`src/rtl/core/mpla_pkg.sv`:
```
// ----------------------------------------------------------------------------
// mpla_pkg: shared types and constants for the motor power limit allocator
// Item and result payloads, configuration image, job record, state enums.
// ----------------------------------------------------------------------------
package mpla_pkg;

  localparam int MotorCount = 4;
  localparam int MotorIdxW  = (MotorCount > 1) ? $clog2(MotorCount) : 1;
  localparam int QueueDepth = 2;
  localparam int QueuePtrW  = (QueueDepth > 1) ? $clog2(QueueDepth) : 1;
  localparam int CurClamp   = 16000;
  localparam int PowerW     = 34;  // saturated Q16.16 motor power, signed
  localparam int TotalW     = 35;  // unsaturated sum of up to four powers
  localparam logic [31:0] PowerSat = 32'hFFFF_FFFF;

  typedef enum logic [2:0] {
    CfgKCurrentSpeed = 3'd0,
    CfgKSpeedSq      = 3'd1,
    CfgKCurrentSq    = 3'd2,
    CfgStaticPower   = 3'd3,
    CfgPowerLimit    = 3'd4
  } cfg_idx_e;

  typedef struct packed {
    logic signed [31:0] k_current_speed;
    logic signed [31:0] k_speed_sq;
    logic signed [31:0] k_current_sq;
    logic signed [31:0] static_power;
    logic        [30:0] power_limit;
  } cfg_t;

  typedef struct packed {
    logic signed [15:0] speed_a;
    logic signed [15:0] speed_b;
    logic signed [15:0] speed_c;
    logic signed [15:0] speed_d;
    logic signed [15:0] drive_a;
    logic signed [15:0] drive_b;
    logic signed [15:0] drive_c;
    logic signed [15:0] drive_d;
  } in_item_t;

  typedef struct packed {
    logic signed [15:0] limited_a;
    logic signed [15:0] limited_b;
    logic signed [15:0] limited_c;
    logic signed [15:0] limited_d;
    logic        [31:0] total_power;
    logic               over_limit;
  } out_item_t;

  typedef struct packed {
    logic [MotorCount-1:0][15:0]       speed;
    logic [MotorCount-1:0][15:0]       drive;
    logic [MotorCount-1:0][PowerW-1:0] power;
    logic [TotalW-1:0]                 total;
    logic                              over;
  } job_t;

  typedef enum logic [2:0] {
    F_IDLE, F_PROD, F_MAC0, F_MAC1, F_MAC2, F_SUM, F_PUSH
  } front_state_e;

  typedef enum logic [4:0] {
    B_IDLE, B_START, B_PMUL, B_PDIV, B_BMUL, B_CMUL, B_BB0, B_BB1, B_BB2,
    B_AC0, B_AC1, B_DELTA, B_SQRT, B_QMUL, B_QCHK, B_QDIV, B_NEXT, B_EMIT
  } back_state_e;

  function automatic logic [31:0] mag32(input logic signed [31:0] v);
    return v[31] ? 32'(-v) : 32'(v);
  endfunction

endpackage

```
`src/rtl/core/mpla_queue.sv`:
```
// ----------------------------------------------------------------------------
// mpla_queue: job queue between estimate and allocation
// Short FIFO of job records; lets the front take new items while the back works.
// ----------------------------------------------------------------------------
module mpla_queue (
  input  logic           clk_i,
  input  logic           rst_ni,
  input  logic           push_i,
  input  mpla_pkg::job_t job_i,
  input  logic           pop_i,
  output logic           empty_o,
  output logic           full_o,
  output mpla_pkg::job_t head_o
);

  localparam int Depth = mpla_pkg::QueueDepth;
  localparam int PtrW  = mpla_pkg::QueuePtrW;
  localparam int CntW  = $clog2(Depth + 1);

  mpla_pkg::job_t  mem_q [Depth];
  logic [PtrW-1:0] wr_q, wr_d, rd_q, rd_d;
  logic [CntW-1:0] cnt_q, cnt_d;

  assign empty_o = (cnt_q == '0);
  assign full_o  = (cnt_q == CntW'(Depth));
  assign head_o  = mem_q[rd_q];

  always_comb begin
    wr_d  = wr_q;
    rd_d  = rd_q;
    cnt_d = cnt_q;
    if (push_i) begin
      wr_d = (wr_q == PtrW'(Depth - 1)) ? '0 : wr_q + 1'b1;
    end
    if (pop_i) begin
      rd_d = (rd_q == PtrW'(Depth - 1)) ? '0 : rd_q + 1'b1;
    end
    if (push_i && !pop_i) begin
      cnt_d = cnt_q + 1'b1;
    end else if (pop_i && !push_i) begin
      cnt_d = cnt_q - 1'b1;
    end
  end

  always_ff @(posedge clk_i or negedge rst_ni) begin
    if (!rst_ni) begin
      wr_q  <= '0;
      rd_q  <= '0;
      cnt_q <= '0;
    end else begin
      wr_q  <= wr_d;
      rd_q  <= rd_d;
      cnt_q <= cnt_d;
    end
  end

  always_ff @(posedge clk_i) begin
    if (push_i) begin
      mem_q[wr_q] <= job_i;
    end
  end

endmodule

```
`config.mk`:
```
export PLATFORM = sky130hd
export DESIGN_NAME = mpla_queue
export DESIGN_NICKNAME = d
export VERILOG_FILES = /design/src/rtl/core/mpla_pkg.sv /design/src/rtl/core/mpla_queue.sv
export SDC_FILE = /design/constraint.sdc
export NUM_CORES = 1
export LEC_CHECK = 0
export ABC_CLOCK_PERIOD_IN_PS = 19700
export BUFFER_PORTS_ARGS = -buffer_cell sky130_fd_sc_hd__buf_4
export CORE_AREA = 2 2 235 237
export CTS_CLUSTER_SIZE = 20
export DETAILED_ROUTE_END_ITERATION = 16
export DIE_AREA = 0 0 237 239
export GPL_ROUTABILITY_DRIVEN = 1
export RECOVER_POWER = 50
export SLEW_MARGIN = 20
export SYNTH_ARGS = -nofsm -noshare
export SYNTH_HDL_FRONTEND = slang
export SYNTH_SLANG_ARGS = --single-unit
```
`constraint.sdc`:
```
create_clock -name clk_i -period 19.7 [get_ports clk_i]
set_input_delay 0.985 -clock clk_i [delete_from_list [all_inputs] [get_ports clk_i]]
set_output_delay 0.985 -clock clk_i [all_outputs]
set_load 0.05 [all_outputs]
```
==> run metrics <==
crit path cell chain clkbuf_1 -> and2_0 -> clkbuf_1 -> buf_16; Num Clock Sinks 604; Crit-path slowest cell and2_0; Crit path arrival time 7.21 ns; DRT Wirelength 52550 um; via count 11300; Slew Viols, Final 203; layout cells sized above 1 0.5653; die area 0.05664 mm2; die height 239 um; crit-path most repeated cell clkbuf_1; Starting Density 0.4039; ys async rst share 0.006623; syn_nets 1254; Critical path buffers and inverters 3; cell family with most CP delay buffers and inverters; Worst Skew 0.01991 ns; minimum clock period 6.977 ns; required time worst endpoint 19.93 ns; Seq/Total Area, Yosys 0.8255; Mean Syn Cell Area 23.13 um2; top cells by count, synth edfxtp_1, mux2_2, buf_6; antenna violations before repair 12; DRC viols 0; measured slew at the worst slew-check pin 4.019 ns; Num CTS Buffers 60; Reg-to-Reg End mem_q[1][144]; largest net degree at the start of global routing 172; clk root buf clkbuf_16; Via density 4.812; Netlist cell types 12; synth warn 0; core area 0.05434 mm2; worst reg-to-reg setup slack 12.93 ns; Initial DRC Count 592; predominant post-synthesis flop cell edfxtp_1; failing checks max-capacitance violations, max-slew violations; Rel. slew slack -1.681; Fillers 4402; Seq cells post-synth 604; Lkg Pwr 10.46 nW; final core utilization 0.5279; synth top area cells edfxtp_1, mux2_2, buf_6; remaining global-route overflow 0; count leader, synth edfxtp_1; status finished with violations; TritonRoute pass-1 iters 6; Layout Nets 1898; Final TNS setup 0 ns; clock buffer depth 3; worst hold path type in2async; Final period util 0.3542; max-cap viol count 4; global-route wire length before repair 75310 um; critical path peak fanout 122; Final HPWL DP 36790 um; H-tree levels 2; Skew-Pair Late Insertion Delay 0.60 ns; PwrDens 171.9 mW/mm2; number of global-route vias before repair 11880; GRT Total Usage 0.1805; Port Buffers 605; setup bufs post-CTS 0; die width 237 um; Largest stage delay, worst path 2.91 ns; Worst Reg-to-Reg Cells 3; post-CTS sizing 0; final hold violation count 0; cell taking the most area after synthesis edfxtp_1; Worst VDD drop 0.0001354 V; Yosys top cell area share 0.8209; critical path class in2reg; # hold bufs at CTS 0; final setup fails 0; Synth Instances 949; ANT nets after route 0; WL/cell 22.37 um; CTS tree done; CTS clk-pin slew, worst paths 0.06 ns; row count 86; CP Launch Type primary input; unrepaired setup endpoints after global routing false; GPL Wtd Cong 0.7855; EDFF count, synth 600; crit path capture type register; fmax 0.1433 GHz; reg2reg start wr_q; Layout area overhead 30.69%; Syn Std Cell Area 0.02195 mm2; IO Pins 606
-- flip-flops by register name (all words and copies together) (netlist names) --
signal	cells
rd_q	1
wr_q	1
cnt_q	2
mem_q	600
-- per-layer routing --
metal  vias up  GRT usage  wire length, um
met3       127    0.08222             5618
met2       455     0.3018            25980
met5         -          0               77
met1      5591     0.1996            18800
met4        12    0.07595             2074
li1       5118          -                -
-- worst register-to-register path, delay by kind of cell, from the launching register on --
family | cells | cell delay (ns)
AND/OR/NAND/NOR | 1 | 2.89
buffers and inverters | 2 | 2.89
flip-flops | 1 | 0.38
-- layout by cell type (no fill, tap or decap), drive strengths merged --
cell / n
diode: 7
inv: 1
xnor2: 1
edfxtp: 600
and2: 1
mux2: 300
clkbuf: 380
ha: 1
xor2: 4
buf: 310
clkinv: 28
nor2: 2
bufinv: 3
clkinvlp: 1
dfrtp: 4
nor2b: 2
-- through the flow --
stage	std cells	instance area, um2	worst slack [ns]	total power [W]	hold WS, ns
after global placement	2234	27110	16.02	0.003919	0.4750
after detailed placement	2234	27110	16.01	0.003929	0.4825
after floorplan	949	21950	4.817	0.003431	0.4555
after CTS	2341	28910	15.34	0.004990	0.1318
after global routing	2347	28680	12.15	0.005119	0.2068
final	2349	28680	12.72	0.004931	0.2328
-- kinds of logic after synthesis --
family,synth area share
DFF,0.8255
xor gates and xnor gates,0.001995
and+or+nand+nor,0.001197
adders and majority gates,0.0005700
buffers and inverters,0.01682
muxes,0.1539
-- worst max path at each step --
stage	to	depth (start not counted)	slack, ns	from
3_3_place_gp	head_o[119]	3	16.02	rd_q
2_1_floorplan	mem_q[0][0]	1	4.82	push_i
5_1_grt	mem_q[1][144]	4	12.15	push_i
6_report	mem_q[1][144]	4	12.72	push_i
3_5_place_dp	head_o[298]	3	16.01	rd_q
4_1_cts	head_o[298]	3	15.34	rd_q
-- layout make-up --
| class | count | area [um2] | share of cell area |
|---|---|---|---|
| Timing Repair Buffer | 615 | 4405 | 0.1536 |
| Antenna cell | 7 | 17.52 | 0.0006107 |
| Sequential cell | 604 | 18120 | 0.6318 |
| Clock buffer | 75 | 1579 | 0.05505 |
| Tap cell | 704 | 880.8 | 0.03071 |
| Inverter | 1 | 3.754 | 0.0001309 |
| Multi-Input combinational cell | 311 | 3461 | 0.1207 |
| Clock inverter | 32 | 215.2 | 0.007503 |
-- where the power goes --
group | leakage [nW] | total (W) | internal [W] | switching (W)
clock | 0.878 | 0.00105 | 0.000600 | 0.000451
combinational | 3.90 | 0.00208 | 0.000651 | 0.00142
sequential | 5.68 | 0.00180 | 0.00172 | 0.0000870
total | 10.5 | 0.00493 | 0.00297 | 0.00196
(Power assumes the default switching activity.)
